**src/design/mmvq_pkg.sv**
```systemverilog
`timescale 1ns / 1ps

package mmvq_pkg;

    // Defaults for the top-level parameters.
    localparam int MMVQ_MAX_DIM      = 64;
    localparam int MMVQ_SAMPLE_WIDTH = 16;

    // Fixed field widths.
    localparam int CODE_WIDTH = 8;
    localparam int BITS_WIDTH = 4;
    localparam int STEP_WIDTH = $clog2(CODE_WIDTH);

    // Configuration reset and the point at which the level count is capped.
    localparam logic [BITS_WIDTH-1:0] BITS_RESET = 4'd8;
    localparam logic [BITS_WIDTH-1:0] BITS_CAP   = 4'd8;

    typedef enum logic [2:0] {
        ST_LOAD,
        ST_READ,
        ST_START,
        ST_DIV,
        ST_OUT
    } t_state;

endpackage

```
**src/design/mmvq_if.sv**
```systemverilog
`timescale 1ns / 1ps

interface mmvq_in_if #(
    parameter int SAMPLE_WIDTH = mmvq_pkg::MMVQ_SAMPLE_WIDTH
) ();
    logic                           valid;
    logic                           ready;
    logic signed [SAMPLE_WIDTH-1:0] element_value;
    logic                           end_of_vector;

    modport source (output valid, output element_value, output end_of_vector, input ready);
    modport sink   (input valid, input element_value, input end_of_vector, output ready);
endinterface

interface mmvq_out_if #(
    parameter int SAMPLE_WIDTH = mmvq_pkg::MMVQ_SAMPLE_WIDTH
) ();
    logic                               valid;
    logic                               ready;
    logic [mmvq_pkg::CODE_WIDTH-1:0]    code;
    logic signed [SAMPLE_WIDTH-1:0]     vector_min;
    logic signed [SAMPLE_WIDTH-1:0]     vector_max;
    logic                               last_code;

    modport source (output valid, output code, output vector_min, output vector_max,
                    output last_code, input ready);
    modport sink   (input valid, input code, input vector_min, input vector_max,
                    input last_code, output ready);
endinterface

```
**src/design/minmax_vector_quantizer_core.sv**
```systemverilog
`timescale 1ns / 1ps

// Channel   Dir  Modport  Word
// i_elem    in   sink     element_value (signed), end_of_vector
// o_res     out  source   code, vector_min, vector_max, last_code
// i_cfg_*   in   -        bits_per_weight, written when i_cfg_we is high
//
// While the block is loading, an element word is taken whenever i_elem.valid is high.
// After the word that ends the vector, each code goes through a memory read,
// a setup state that starts the divider, the bit-serial divider itself, the
// state that takes its done pulse, and the output register that holds the code.
// Reset (i_rst_n, synchronous, active low) empties the vector and sets
// bits_per_weight to 8; the element memory itself is not cleared.
// While codes are being sent, i_elem.ready stays low; a stall on o_res holds
// the current code until it is taken.

module minmax_vector_quantizer_core #(
    parameter int MAX_DIM      = mmvq_pkg::MMVQ_MAX_DIM,
    parameter int SAMPLE_WIDTH = mmvq_pkg::MMVQ_SAMPLE_WIDTH
) (
    input  logic                              i_clk,
    input  logic                              i_rst_n,
    mmvq_in_if.sink                           i_elem,
    mmvq_out_if.source                        o_res,
    input  logic                              i_cfg_we,
    input  logic [mmvq_pkg::BITS_WIDTH-1:0]   i_cfg_wdata
);
    import mmvq_pkg::*;

    localparam int AW = (MAX_DIM > 1) ? $clog2(MAX_DIM) : 1;
    localparam int CW = $clog2(MAX_DIM + 1);
    localparam int NW = SAMPLE_WIDTH + CODE_WIDTH;

    t_state                         r_state;
    t_state                         n_state;
    logic [AW-1:0]                  r_idx;
    logic [AW-1:0]                  n_idx;
    logic [CODE_WIDTH-1:0]          r_code;
    logic [CODE_WIDTH-1:0]          n_code;
    logic [BITS_WIDTH-1:0]          r_bits;

    logic                           s_in_ready;
    logic                           s_in_accept;
    logic                           s_out_valid;
    logic                           s_last;
    logic                           s_clear;
    logic                           s_div_start;
    logic                           s_div_done;
    logic [CODE_WIDTH-1:0]          s_div_quo;

    logic signed [SAMPLE_WIDTH-1:0] s_rd_data;
    logic [CW-1:0]                  s_count;
    logic signed [SAMPLE_WIDTH-1:0] s_min;
    logic signed [SAMPLE_WIDTH-1:0] s_max;
    logic signed [SAMPLE_WIDTH:0]   s_off_full;
    logic signed [SAMPLE_WIDTH:0]   s_span_full;
    logic [SAMPLE_WIDTH-1:0]        s_off;
    logic [SAMPLE_WIDTH-1:0]        s_span;
    logic                           s_flat;
    logic [NW-1:0]                  s_num;

    // Configuration register.
    always_ff @(posedge i_clk) begin
        if (!i_rst_n) begin
            r_bits <= BITS_RESET;
        end else if (i_cfg_we) begin
            r_bits <= i_cfg_wdata;
        end
    end

    mmvq_store #(
        .MAX_DIM      (MAX_DIM),
        .SAMPLE_WIDTH (SAMPLE_WIDTH),
        .AW           (AW),
        .CW           (CW)
    ) u_store (
        .i_clk     (i_clk),
        .i_rst_n   (i_rst_n),
        .i_wr      (s_in_accept),
        .i_wdata   (i_elem.element_value),
        .i_clear   (s_clear),
        .i_rd_addr (r_idx),
        .o_rd_data (s_rd_data),
        .o_count   (s_count),
        .o_min     (s_min),
        .o_max     (s_max)
    );

    // Offset and span are never negative, so their low bits hold them unsigned.
    assign s_off_full  = {s_rd_data[SAMPLE_WIDTH-1], s_rd_data} - {s_min[SAMPLE_WIDTH-1], s_min};
    assign s_span_full = {s_max[SAMPLE_WIDTH-1], s_max} - {s_min[SAMPLE_WIDTH-1], s_min};
    assign s_off       = s_off_full[SAMPLE_WIDTH-1:0];
    assign s_span      = s_span_full[SAMPLE_WIDTH-1:0];
    assign s_flat      = (s_span == '0);

    // The product levels * offset needs no multiplier: levels is a power of
    // two below the cap, and at or above the cap 255 * x is (x << 8) - x.
    always_comb begin
        if (r_bits >= BITS_CAP) begin
            s_num = {s_off, {CODE_WIDTH{1'b0}}} - NW'(s_off);
        end else begin
            s_num = NW'(s_off) << r_bits[STEP_WIDTH-1:0];
        end
    end

    mmvq_div #(
        .SAMPLE_WIDTH (SAMPLE_WIDTH)
    ) u_div (
        .i_clk   (i_clk),
        .i_rst_n (i_rst_n),
        .i_start (s_div_start),
        .i_num   (s_num),
        .i_den   (s_span),
        .o_done  (s_div_done),
        .o_quo   (s_div_quo)
    );

    assign s_in_accept = i_elem.valid && s_in_ready;
    assign s_last      = (CW'(r_idx) + CW'(1) == s_count);

    always_ff @(posedge i_clk) begin
        if (!i_rst_n) begin
            r_state <= ST_LOAD;
            r_idx   <= '0;
        end else begin
            r_state <= n_state;
            r_idx   <= n_idx;
        end
    end

    always_ff @(posedge i_clk) begin
        r_code <= n_code;
    end

    // Loading takes one word per cycle. Once the last word is in, the stored
    // elements are read back in order and each one goes through the divider.
    always_comb begin
        n_state     = r_state;
        n_idx       = r_idx;
        n_code      = r_code;
        s_in_ready  = 1'b0;
        s_out_valid = 1'b0;
        s_div_start = 1'b0;
        s_clear     = 1'b0;
        unique case (r_state)
            ST_LOAD: begin
                s_in_ready = 1'b1;
                if (i_elem.valid && i_elem.end_of_vector) begin
                    n_idx   = '0;
                    n_state = ST_READ;
                end
            end
            ST_READ: begin
                n_state = ST_START;
            end
            ST_START: begin
                s_div_start = 1'b1;
                n_state     = ST_DIV;
            end
            ST_DIV: begin
                if (s_div_done) begin
                    // A flat vector has no span to divide by; all codes are zero.
                    n_code  = s_flat ? '0 : s_div_quo;
                    n_state = ST_OUT;
                end
            end
            ST_OUT: begin
                s_out_valid = 1'b1;
                if (o_res.ready) begin
                    if (s_last) begin
                        s_clear = 1'b1;
                        n_state = ST_LOAD;
                    end else begin
                        n_idx   = r_idx + AW'(1);
                        n_state = ST_READ;
                    end
                end
            end
            default: begin
                n_state = ST_LOAD;
            end
        endcase
    end

    assign i_elem.ready     = s_in_ready;
    assign o_res.valid      = s_out_valid;
    assign o_res.code       = r_code;
    assign o_res.vector_min = s_min;
    assign o_res.vector_max = s_max;
    assign o_res.last_code  = s_last;

`ifndef SYNTHESIS
    a_no_overlap: assert property (@(posedge i_clk) disable iff (!i_rst_n)
        !(s_in_ready && s_out_valid))
        else $error("input accepted while a code is pending");

    a_min_le_max: assert property (@(posedge i_clk) disable iff (!i_rst_n)
        s_out_valid |-> (s_min <= s_max))
        else $error("vector minimum above maximum during output");

    a_done_in_div: assert property (@(posedge i_clk) disable iff (!i_rst_n)
        s_div_done |-> (r_state == ST_DIV))
        else $error("divider finished outside of its state");

    a_flat_zero: assert property (@(posedge i_clk) disable iff (!i_rst_n)
        (s_out_valid && s_flat) |-> (r_code == '0))
        else $error("nonzero code for a flat vector");

    a_clear_after_last: assert property (@(posedge i_clk) disable iff (!i_rst_n)
        (s_out_valid && o_res.ready && s_last) |=> (s_count == '0))
        else $error("vector not emptied after its last code");
`endif

endmodule

```
**src/design/mmvq_store.sv**
```systemverilog
`timescale 1ns / 1ps

module mmvq_store #(
    parameter int MAX_DIM      = mmvq_pkg::MMVQ_MAX_DIM,
    parameter int SAMPLE_WIDTH = mmvq_pkg::MMVQ_SAMPLE_WIDTH,
    parameter int AW           = (MAX_DIM > 1) ? $clog2(MAX_DIM) : 1,
    parameter int CW           = $clog2(MAX_DIM + 1)
) (
    input  logic                           i_clk,
    input  logic                           i_rst_n,
    input  logic                           i_wr,
    input  logic signed [SAMPLE_WIDTH-1:0] i_wdata,
    input  logic                           i_clear,
    input  logic [AW-1:0]                  i_rd_addr,
    output logic signed [SAMPLE_WIDTH-1:0] o_rd_data,
    output logic [CW-1:0]                  o_count,
    output logic signed [SAMPLE_WIDTH-1:0] o_min,
    output logic signed [SAMPLE_WIDTH-1:0] o_max
);
    import mmvq_pkg::*;

    localparam logic signed [SAMPLE_WIDTH-1:0] MAX_POS = {1'b0, {(SAMPLE_WIDTH-1){1'b1}}};
    localparam logic signed [SAMPLE_WIDTH-1:0] MAX_NEG = {1'b1, {(SAMPLE_WIDTH-1){1'b0}}};

    logic signed [SAMPLE_WIDTH-1:0] r_mem [MAX_DIM];
    logic signed [SAMPLE_WIDTH-1:0] r_rd_data;
    logic [CW-1:0]                  r_count;
    logic signed [SAMPLE_WIDTH-1:0] r_min;
    logic signed [SAMPLE_WIDTH-1:0] r_max;
    logic                           s_store;

    // Elements beyond the capacity are dropped and leave min and max alone.
    assign s_store = i_wr && (r_count < CW'(MAX_DIM));

    always_ff @(posedge i_clk) begin
        if (s_store) begin
            r_mem[r_count[AW-1:0]] <= i_wdata;
        end
        r_rd_data <= r_mem[i_rd_addr];
    end

    always_ff @(posedge i_clk) begin
        if (!i_rst_n || i_clear) begin
            r_count <= '0;
            r_min   <= MAX_POS;
            r_max   <= MAX_NEG;
        end else if (s_store) begin
            r_count <= r_count + CW'(1);
            if (i_wdata < r_min) begin
                r_min <= i_wdata;
            end
            if (i_wdata > r_max) begin
                r_max <= i_wdata;
            end
        end
    end

    assign o_rd_data = r_rd_data;
    assign o_count   = r_count;
    assign o_min     = r_min;
    assign o_max     = r_max;

endmodule

```
**src/design/mmvq_div.sv**
```systemverilog
`timescale 1ns / 1ps

module mmvq_div #(
    parameter int SAMPLE_WIDTH = mmvq_pkg::MMVQ_SAMPLE_WIDTH
) (
    input  logic                                         i_clk,
    input  logic                                         i_rst_n,
    input  logic                                         i_start,
    input  logic [SAMPLE_WIDTH+mmvq_pkg::CODE_WIDTH-1:0] i_num,
    input  logic [SAMPLE_WIDTH-1:0]                      i_den,
    output logic                                         o_done,
    output logic [mmvq_pkg::CODE_WIDTH-1:0]              o_quo
);
    import mmvq_pkg::*;

    localparam int NW = SAMPLE_WIDTH + CODE_WIDTH;
    localparam logic [STEP_WIDTH-1:0] STEP_LAST = STEP_WIDTH'(CODE_WIDTH - 1);

    logic [NW-1:0]         r_rem;
    logic [NW-1:0]         r_den;
    logic [CODE_WIDTH-1:0] r_quo;
    logic [STEP_WIDTH-1:0] r_step;
    logic                  r_busy;
    logic                  r_done;
    logic                  s_ge;
    logic [NW-1:0]         s_diff;

    // Restoring division, one quotient bit per cycle, most significant first.
    // The quotient never exceeds the code range, so the divisor starts
    // shifted up by one less than the code width.
    assign s_ge   = (r_rem >= r_den);
    assign s_diff = r_rem - r_den;

    always_ff @(posedge i_clk) begin
        if (!i_rst_n) begin
            r_busy <= 1'b0;
            r_done <= 1'b0;
            r_step <= '0;
        end else begin
            // Done pulses for one cycle after the final quotient bit.
            r_done <= !i_start && r_busy && (r_step == STEP_LAST);
            if (i_start) begin
                r_busy <= 1'b1;
                r_step <= '0;
            end else if (r_busy) begin
                if (r_step == STEP_LAST) begin
                    r_busy <= 1'b0;
                end
                r_step <= r_step + STEP_WIDTH'(1);
            end
        end
    end

    always_ff @(posedge i_clk) begin
        if (i_start) begin
            r_rem <= i_num;
            r_den <= NW'(i_den) << (CODE_WIDTH - 1);
            r_quo <= '0;
        end else if (r_busy) begin
            if (s_ge) begin
                r_rem <= s_diff;
            end
            r_den <= r_den >> 1;
            r_quo <= {r_quo[CODE_WIDTH-2:0], s_ge};
        end
    end

    assign o_done = r_done;
    assign o_quo  = r_quo;

endmodule
```
**src/flat_wrapper.sv**
```systemverilog
// flat-port wrapper written by rule: the top's interface ports become plain ports
module minmax_vector_quantizer_core_flat import mmvq_pkg::*;
#(
    parameter int MAX_DIM      = mmvq_pkg::MMVQ_MAX_DIM,
    parameter int SAMPLE_WIDTH = mmvq_pkg::MMVQ_SAMPLE_WIDTH
)
  (i_clk, i_rst_n, i_cfg_we, i_cfg_wdata, i_elem_valid, i_elem_element_value, i_elem_end_of_vector, i_elem_ready, o_res_valid, o_res_code, o_res_vector_min, o_res_vector_max, o_res_last_code, o_res_ready);
  mmvq_in_if #(.SAMPLE_WIDTH(SAMPLE_WIDTH)) i_elem_i ();
  mmvq_out_if #(.SAMPLE_WIDTH(SAMPLE_WIDTH)) o_res_i ();
  input  logic i_clk;
  input  logic i_rst_n;
  input  logic i_cfg_we;
  input  logic [mmvq_pkg::BITS_WIDTH-1:0] i_cfg_wdata;
  input wire logic [$bits(i_elem_i.valid)-1:0] i_elem_valid;
  input wire logic [$bits(i_elem_i.element_value)-1:0] i_elem_element_value;
  input wire logic [$bits(i_elem_i.end_of_vector)-1:0] i_elem_end_of_vector;
  output wire logic [$bits(i_elem_i.ready)-1:0] i_elem_ready;
  output wire logic [$bits(o_res_i.valid)-1:0] o_res_valid;
  output wire logic [$bits(o_res_i.code)-1:0] o_res_code;
  output wire logic [$bits(o_res_i.vector_min)-1:0] o_res_vector_min;
  output wire logic [$bits(o_res_i.vector_max)-1:0] o_res_vector_max;
  output wire logic [$bits(o_res_i.last_code)-1:0] o_res_last_code;
  input wire logic [$bits(o_res_i.ready)-1:0] o_res_ready;
  assign i_elem_i.valid = i_elem_valid;
  assign i_elem_i.element_value = i_elem_element_value;
  assign i_elem_i.end_of_vector = i_elem_end_of_vector;
  assign i_elem_ready = i_elem_i.ready;
  assign o_res_valid = o_res_i.valid;
  assign o_res_code = o_res_i.code;
  assign o_res_vector_min = o_res_i.vector_min;
  assign o_res_vector_max = o_res_i.vector_max;
  assign o_res_last_code = o_res_i.last_code;
  assign o_res_i.ready = o_res_ready;
  minmax_vector_quantizer_core #(.MAX_DIM(MAX_DIM), .SAMPLE_WIDTH(SAMPLE_WIDTH)) u_core (.i_clk(i_clk), .i_rst_n(i_rst_n), .i_elem(i_elem_i), .o_res(o_res_i), .i_cfg_we(i_cfg_we), .i_cfg_wdata(i_cfg_wdata));
endmodule
```
**config.mk**
```make
export PLATFORM = sky130hd
export DESIGN_NAME = minmax_vector_quantizer_core_flat
export DESIGN_NICKNAME = d
export VERILOG_FILES = /design/src/design/mmvq_pkg.sv /design/src/design/mmvq_if.sv /design/src/design/minmax_vector_quantizer_core.sv /design/src/design/mmvq_store.sv /design/src/design/mmvq_div.sv /design/src/flat_wrapper.sv
export SDC_FILE = /design/constraint.sdc
export NUM_CORES = 1
export LEC_CHECK = 0
export BUFFER_PORTS_ARGS = -buffer_cell sky130_fd_sc_hd__buf_2
export CAP_MARGIN = 15
export CORE_MARGIN = 5
export CORE_UTILIZATION = 50
export DETAILED_ROUTE_END_ITERATION = 16
export HOLD_SLACK_MARGIN = 0.05
export PLACE_DENSITY = 0.66
export SLEW_MARGIN = 30
export SYNTH_ARGS = -nofsm -noshare
export SYNTH_HDL_FRONTEND = slang
export SYNTH_SLANG_ARGS = --single-unit
export TNS_END_PERCENT = 5
```
**constraint.sdc**
```tcl
create_clock -name i_clk -period 6.8 [get_ports i_clk]
set_input_delay 1.02 -clock i_clk [delete_from_list [all_inputs] [get_ports i_clk]]
set_output_delay 1.02 -clock i_clk [all_outputs]
set_load 0.01 [all_outputs]
```
==> results.toml, run 1 <==
[sta]
skew_ps = 43.1
slew_headroom_pct = 34.7
fmax_ghz = 0.200
final.setup.tns_ps = 0
min_period_over_period_pct = 73.6
min_period_ps = 5000
hold_viol = 0
rsz0062_at_grt = "no"
max_slew.worst_pin.slew_ps = 977
slew_viol_final = 0
setup_viol = 0

[setup_path]
required_ps = 7180
critPathKind = "reg2reg"
crit_path_top_delay_cell = "xor2_1"
cp_top_family = "compound AO/OA/AOI/OAI gates"
crit_path_cell_trace = "ha_1 > inv_1 > fa_1 > a21o_1 > a221oi_4 > a21oi_1 > xor2_1 > inv_1 > ha_1 > nand2_1 > o31ai_1 > maj3_1 > and3_1 > o221a_4 > o41ai_4 > xnor2_1 > o211ai_2"
cp_num_buf_inv = 2
end_kind = "register"
startpoint_type = "register"
cpPeakStageDelay_ps = 550
cp.arrival_ps = 5380
critPathMaxFanout = 6

[synthesis]
synthFlopType = "edfxtp_1"
yosys_warnings = 0
synth_top_area_share_pct = 65.7
syn_area_sq_mm = 0.0490
ys_ff_latch = 1160
syn_avg_cell_area_sq_um = 18.3
synthAdderAreaFrac_pct = 2.59
netlist_instances = 2683
netlist_top_cells_area = "edfxtp_1 (66%), mux4_2 (15%), dfxtp_1 (3.6%), ha_1 (2.4%), nor2_1 (1.4%)"
synthesis.nets = 2806
synth_top_area_cell = "edfxtp_1"
synth_compound_area_share_pct = 3.85
synth.mux.area_fraction_pct = 16.9
synth_cell_types = 81
synth_edf_count = 1072
yosysSeqAreaShare_pct = 69.3
async_flop_share_pct = 0
synth_top_family_by_area = "multiplexers"
synth_xor_area_share_pct = 1.49
synthSimpleGateAreaFrac_pct = 4.23

[route]
postRouteAntennaNets = 0
wl_per_cell_um = 29.5
vias = 26013
drcViolationCount = 0
drt_iter0_drc = 2907
drtPass1Iterations = 7
viasPerCell = 6.17
finalWirelength_um = 124000

[die]
dieHeight_um = 323
rows = 114
ios = 69
start_util_pct = 50.5
die_w_um = 323
core_sq_mm = 0.0970
die_area_sq_mm = 0.104

[grt]
grt_pass1_vias = 26604
antenna_found_initial = 7
busiest_layer = "met2"
grt_util_met2_pct = 40.9
gr-usage-met1_pct = 31.6
grt_pass1_wl_um = 181000
grt_max_degree = 113
grt_usage_pct = 23.9
overflow = 0
grt_use_met3_pct = 4.60

[layout]
drive_above_1_share_pct = 24.5
regArea_sq_mm = 0.0340
final.fill_count = 7294
areaGrowthSynthToFinish_pct = 12.6
nNetsFinal = 2963
final_cell_mix = "edfxtp_1 (1072), mux4_2 (336), nor2_1 (181), clkbuf_16 (117), nand2_1 (99)"
stdcell_count = 4215
layout_commonest_cell = "edfxtp_1"
multi_input_area_sq_mm = 0.0143

[place]
place_inst = 4000
place_congestion = 0.902
dp_hpwl_um = 77200
port_buffers = 68

[clock_network]
cts_tree = "built"
postCtsHoldBufs = 0
numCtsBuffers = 114
clkSlewWorstSetupHoldPaths_ps = 60
cts_sinks = 1160
htreeDepth = 3
postCtsSetupRepairBufs = 0
cts_root_buffer = "clkbuf_16"
cts_buffer_depth = 3
cts_resized = 0
clock_latency_ps = 700

[run_status]
status = "finished, final reports clean"

[min_path]
hold_path_class = "reg2reg"

[pwr]
vdd_drop_max_mv = 0.251
p_per_area_mw_per_mm2 = 291
leakagePower_nw = 18.0

[job]
maxCapViolations = 0
==> routing by layer <==
layer  vias to the layer above  routed length [um]
li1                      11130                   -
met1                     13622               48300
met2                      1054               62800
met3                       205                9130
met4                         2                4080
met5                         -                  13
==> area by class of cell <==
class / count / area share (%)
antenna: 2 / 0.00908
clock buffer: 155 / 5.64
clock inverter: 58 / 1.28
inverter: 81 / 0.552
multi-input combinational: 1314 / 25.9
sequential: 1160 / 61.6
tap: 1276 / 2.90
timing repair buffer: 169 / 2.10
==> metrics by stage <==
| stage | hold WS [ps] | util [%] | total power, mW | setup slack, ps | area (sq um) |
|---|---|---|---|---|---|
| floorplan | 452 | - | 9.22 | 2250 | 49000 |
| global placement | 475 | 52.8 | 9.75 | 1930 | 51200 |
| detailed placement | 490 | 52.9 | 9.78 | 1880 | 51300 |
| CTS | 507 | 56.8 | 16.1 | 1820 | 55100 |
| global route | 541 | 56.8 | 16.6 | 1460 | 55100 |
| finish | 504 | 56.8 | 16.0 | 1800 | 55100 |
==> power by group <==
part	internal [mW]	switching, mW
sequential	7.95	0.0855
combinational	0.591	1.02
clock	3.71	2.67
total	12.3	3.78
==> worst reg2reg max path, stage by stage, from the launching register on <==
cell      delay [ps]
dfxtp_1          430
ha_1             190
inv_1             50
fa_1             430
a21o_1           260
a221oi_4         380
a21oi_1          150
xor2_1           550
inv_1            280
ha_1             390
nand2_1           70
o31ai_1           70
maj3_1           440
and3_1           210
o221a_4          280
o41ai_4          220
xnor2_1          190
o211ai_2          90
==> worst paths after layout <==
path,slack [ps],cells past startpoint,to,startpoint
hold / removal,500,2,u_core.u_div.r_den[0],u_core.u_div.r_den[0]
setup / recovery,1800,17,u_core.u_div.r_rem[18],u_core.u_store.o_min[0]
hold reg to reg,500,2,u_core.u_div.r_den[0],u_core.u_div.r_den[0]
setup reg to reg,1800,17,u_core.u_div.r_rem[18],u_core.u_store.o_min[0]
==> cells by family after synthesis <==
kind of cell / Yosys count
AO/OA/AOI/OAI: 284
XOR/XNOR: 80
adder cells (fa/ha/maj): 100
buffers and inverters: 209
flip-flops: 1160
multiplexers: 405
AND/OR/NAND/NOR: 445
==> synthesized netlist by cell type, types with 4 or more instances <==
| master | number |
|---|---|
| dfxtp_1 | 88 |
| a21boi_0 | 5 |
| nand3b_1 | 5 |
| o211ai_1 | 12 |
| edfxtp_1 | 1072 |
| nor2_1 | 182 |
| mux2i_1 | 64 |
| or2_2 | 6 |
| o31a_1 | 5 |
| and2_1 | 4 |
| nor2b_1 | 20 |
| mux2_2 | 5 |
| a31oi_1 | 14 |
| nand4_1 | 15 |
| or3_1 | 8 |
| a221oi_1 | 4 |
| a211oi_1 | 10 |
| o31ai_1 | 8 |
| xor2_1 | 32 |
| ha_1 | 94 |
| nand2b_1 | 13 |
| clkbuf_1 | 90 |
| nor3b_1 | 4 |
| inv_1 | 80 |
| a21oi_1 | 73 |
| buf_1 | 34 |
| nand3_1 | 39 |
| xnor2_1 | 44 |
| o21ai_0 | 80 |
| o221ai_1 | 4 |
| mux4_2 | 336 |
| and3_1 | 8 |
| nor3_1 | 20 |
| o22ai_1 | 7 |
| a21o_1 | 25 |
| o21a_1 | 8 |
| nand2_1 | 99 |
==> flip-flops by register name, summed over array words and instances, names as in the netlist, 3 cells and up <==
name	flops
u_core.u_store.r_mem	1024
u_core.u_div.r_rem	24
u_core.u_div.r_den	23
u_core.u_store.o_max	16
u_core.u_store.o_min	16
u_core.u_store.o_rd_data	16
u_core.o_res.code	8
u_core.u_div.o_quo	8
u_core.u_store.o_count	7
u_core.r_idx	6
u_core.r_bits	4
u_core.r_state	3
u_core.u_div.r_step	3
Power figures use the tool's default switching activity.
==> run 2, diff against run 1 <==
--- a/config.mk
+++ b/config.mk
@@ -11,7 +11,7 @@
 export CORE_UTILIZATION = 50
 export DETAILED_ROUTE_END_ITERATION = 16
 export HOLD_SLACK_MARGIN = 0.05
-export PLACE_DENSITY = 0.66
+export PLACE_DENSITY = 0.68
 export SLEW_MARGIN = 30
 export SYNTH_ARGS = -nofsm -noshare
 export SYNTH_HDL_FRONTEND = slang
==> constraint.sdc (replaced) <==
create_clock -name i_clk -period 4.3 [get_ports i_clk]
set_input_delay 0.645 -clock i_clk [delete_from_list [all_inputs] [get_ports i_clk]]
set_output_delay 0.645 -clock i_clk [all_outputs]
set_load 0.01 [all_outputs]
==> results.toml, run 2 (synthesis results as in run 1) <==
[grt]
grt_max_degree = 69
grt_pass1_vias = 26637
grt_usage_pct = 23.8
grt_pass1_wl_um = 181000
grt_use_met3_pct = 4.41
grt_util_met2_pct = 39.9
busiest_layer = "met2"
gr-usage-met1_pct = 32.0
antenna_found_initial = 15
overflow = 0

[die]
die_area_sq_mm = 0.104
die_w_um = 323
start_util_pct = 50.5
core_sq_mm = 0.0970
rows = 114
dieHeight_um = 323
ios = 69

[route]
postRouteAntennaNets = 0
drtPass1Iterations = 5
drcViolationCount = 0
vias = 26397
wl_per_cell_um = 28.9
finalWirelength_um = 124000
viasPerCell = 6.16
drt_iter0_drc = 2761

[setup_path]
reg2reg_to = "u_core.u_div.r_rem[19]"
rrSetupSlack_ps = 220
cp.arrival_ps = 4470
required_ps = 4700
r2r-start = "u_core.u_store.o_rd_data[0]"
critPathKind = "reg2reg"
critPathMaxFanout = 5
startpoint_type = "register"
end_kind = "register"
reg2regPathDepth = 18

[clock_network]
cts_sinks = 1160
postCtsHoldBufs = 0
cts_root_buffer = "clkbuf_16"
clkSlewWorstSetupHoldPaths_ps = 60
cts_buffer_depth = 3
numCtsBuffers = 113
cts_tree = "built"
htreeDepth = 3
clock_latency_ps = 690

[layout]
final_cell_mix = "edfxtp_1 (1072), mux4_2 (336), nor2_1 (182), buf_4 (160), clkbuf_16 (115)"
layout_commonest_cell = "edfxtp_1"
nNetsFinal = 3035
areaGrowthSynthToFinish_pct = 13.3
largest_reg_flops = 1024
stdcell_count = 4286
drive_above_1_share_pct = 26.1

[sta]
min_period_over_period_pct = 94.8
min_period_ps = 4080
slew_headroom_pct = 33.9
setup_viol = 0
timing.hold.ws_ps = 180
fmax_ghz = 0.245
slew_viol_final = 0
hold_viol = 0
skew_ps = 38.6
fin_ws_ps = 223
max_slew.worst_pin.slew_ps = 991

[place]
port_buffers = 68
pre_cts_ws_ps = 59.3
place_congestion = 0.885
dp_hpwl_um = 81400
place_inst = 4066

[pwr]
power_frac_seq_pct = 51.3
vdd_drop_max_mv = 0.389
switching_share_pct = 23.9
leakagePower_nw = 18.2
p_clk_share_pct = 38.0
p_per_area_mw_per_mm2 = 446
internal_power_mw = 18.9
power.share.combinational_pct = 10.8
total_power_mw = 24.8
p_sw_mw = 5.92

[min_path]
min_from = "i_rst_n"
hold_path_class = "in2reg"
min_to = "u_core.r_bits[3]"
hold_depth = 2

[job]
maxCapViolations = 0

[run_status]
status = "finished, final reports clean"
run 2: cell count changes in the layout (fill, tap and decap cells not counted), moves of 2 or more:
cell,change
clkbuf_16,-2
buf_12,+10
clkinvlp_4,-3
buf_4,+64
clkinv_1,+14
clkbuf_1,-8
bufinv_16,-8
diode_2,+2
dfxtp_2,-2
dfxtp_1,+2
clkinv_2,+5
run 2: worst max path at each step:
stage | from | endpoint | depth (start not counted)
after global placement | u_core.u_store.o_rd_data[0] | u_core.u_div.r_rem[19] | 18
after global routing | u_core.u_store.o_rd_data[0] | u_core.u_div.r_rem[19] | 18
after floorplan | u_core.u_store.o_min[0] | u_core.u_div.r_rem[18] | 17
after CTS | u_core.u_store.o_rd_data[0] | u_core.u_div.r_rem[19] | 18
final | u_core.u_store.o_rd_data[0] | u_core.u_div.r_rem[19] | 18
after detailed placement | u_core.u_store.o_rd_data[0] | u_core.u_div.r_rem[19] | 18
run 2: power by group through the flow:
stage | logic, mW | clock network (mW) | registers, mW
global placement | 2.54 | 0 | 12.9
finish | 2.67 | 9.41 | 12.7
CTS | 2.61 | 9.58 | 12.7
floorplan | 1.70 | 0 | 12.9
detailed placement | 2.59 | 0 | 12.9
global route | 2.91 | 10.1 | 12.7
run 2: timing repair:
item	in CTS	in global routing
buffers inserted	0	6
endpoints found under the setup margin	0	11
resized for setup	0	8
endpoints found under the hold margin	0	0
run 2: cell type report:
| cell class | instances | area (sq um) |
|---|---|---|
| flip-flops and latches | 1160 | 34000 |
| clock buffers | 144 | 3020 |
| diodes | 4 | 10.0 |
| multi-input cells | 1314 | 14300 |
| fillers | 7255 | 41500 |
| clock inverters | 65 | 513 |
| well taps | 1276 | 1600 |
| inverters | 81 | 304 |
| repair buffers | 242 | 1810 |
run 2: per-layer routing:
layer  up-vias  part of all wire, %
met5         -                0.021
met4         4                  3.4
met3       199                  7.9
met2      1161                   50
met1     13742                   39
li1      11291                    -
run 2: critical path, cell delays in order, from the launching register on:
cell and delay [ps]:
dfxtp_1 290, inv_1 70, ha_1 140, inv_1 50, fa_2 370, a21o_1 240, a221oi_4 320, buf_6 160
o21ai_4 80, o31ai_4 300, nor4bb_1 90, or3_4 420, inv_2 110, ha_1 250, a21o_1 210, a41oi_4 250
o211ai_1 140, xnor2_1 190, o221ai_1 130
run 2: through the flow:
step / utilization [%] / TNS, ps / area [sq um]
floorplan: - / 0 / 49000
global placement: 53.5 / 0 / 51900
detailed placement: 53.5 / 0 / 51900
CTS: 57.1 / 0 / 55400
global route: 57.2 / -8.35 / 55500
finish: 57.2 / 0 / 55500
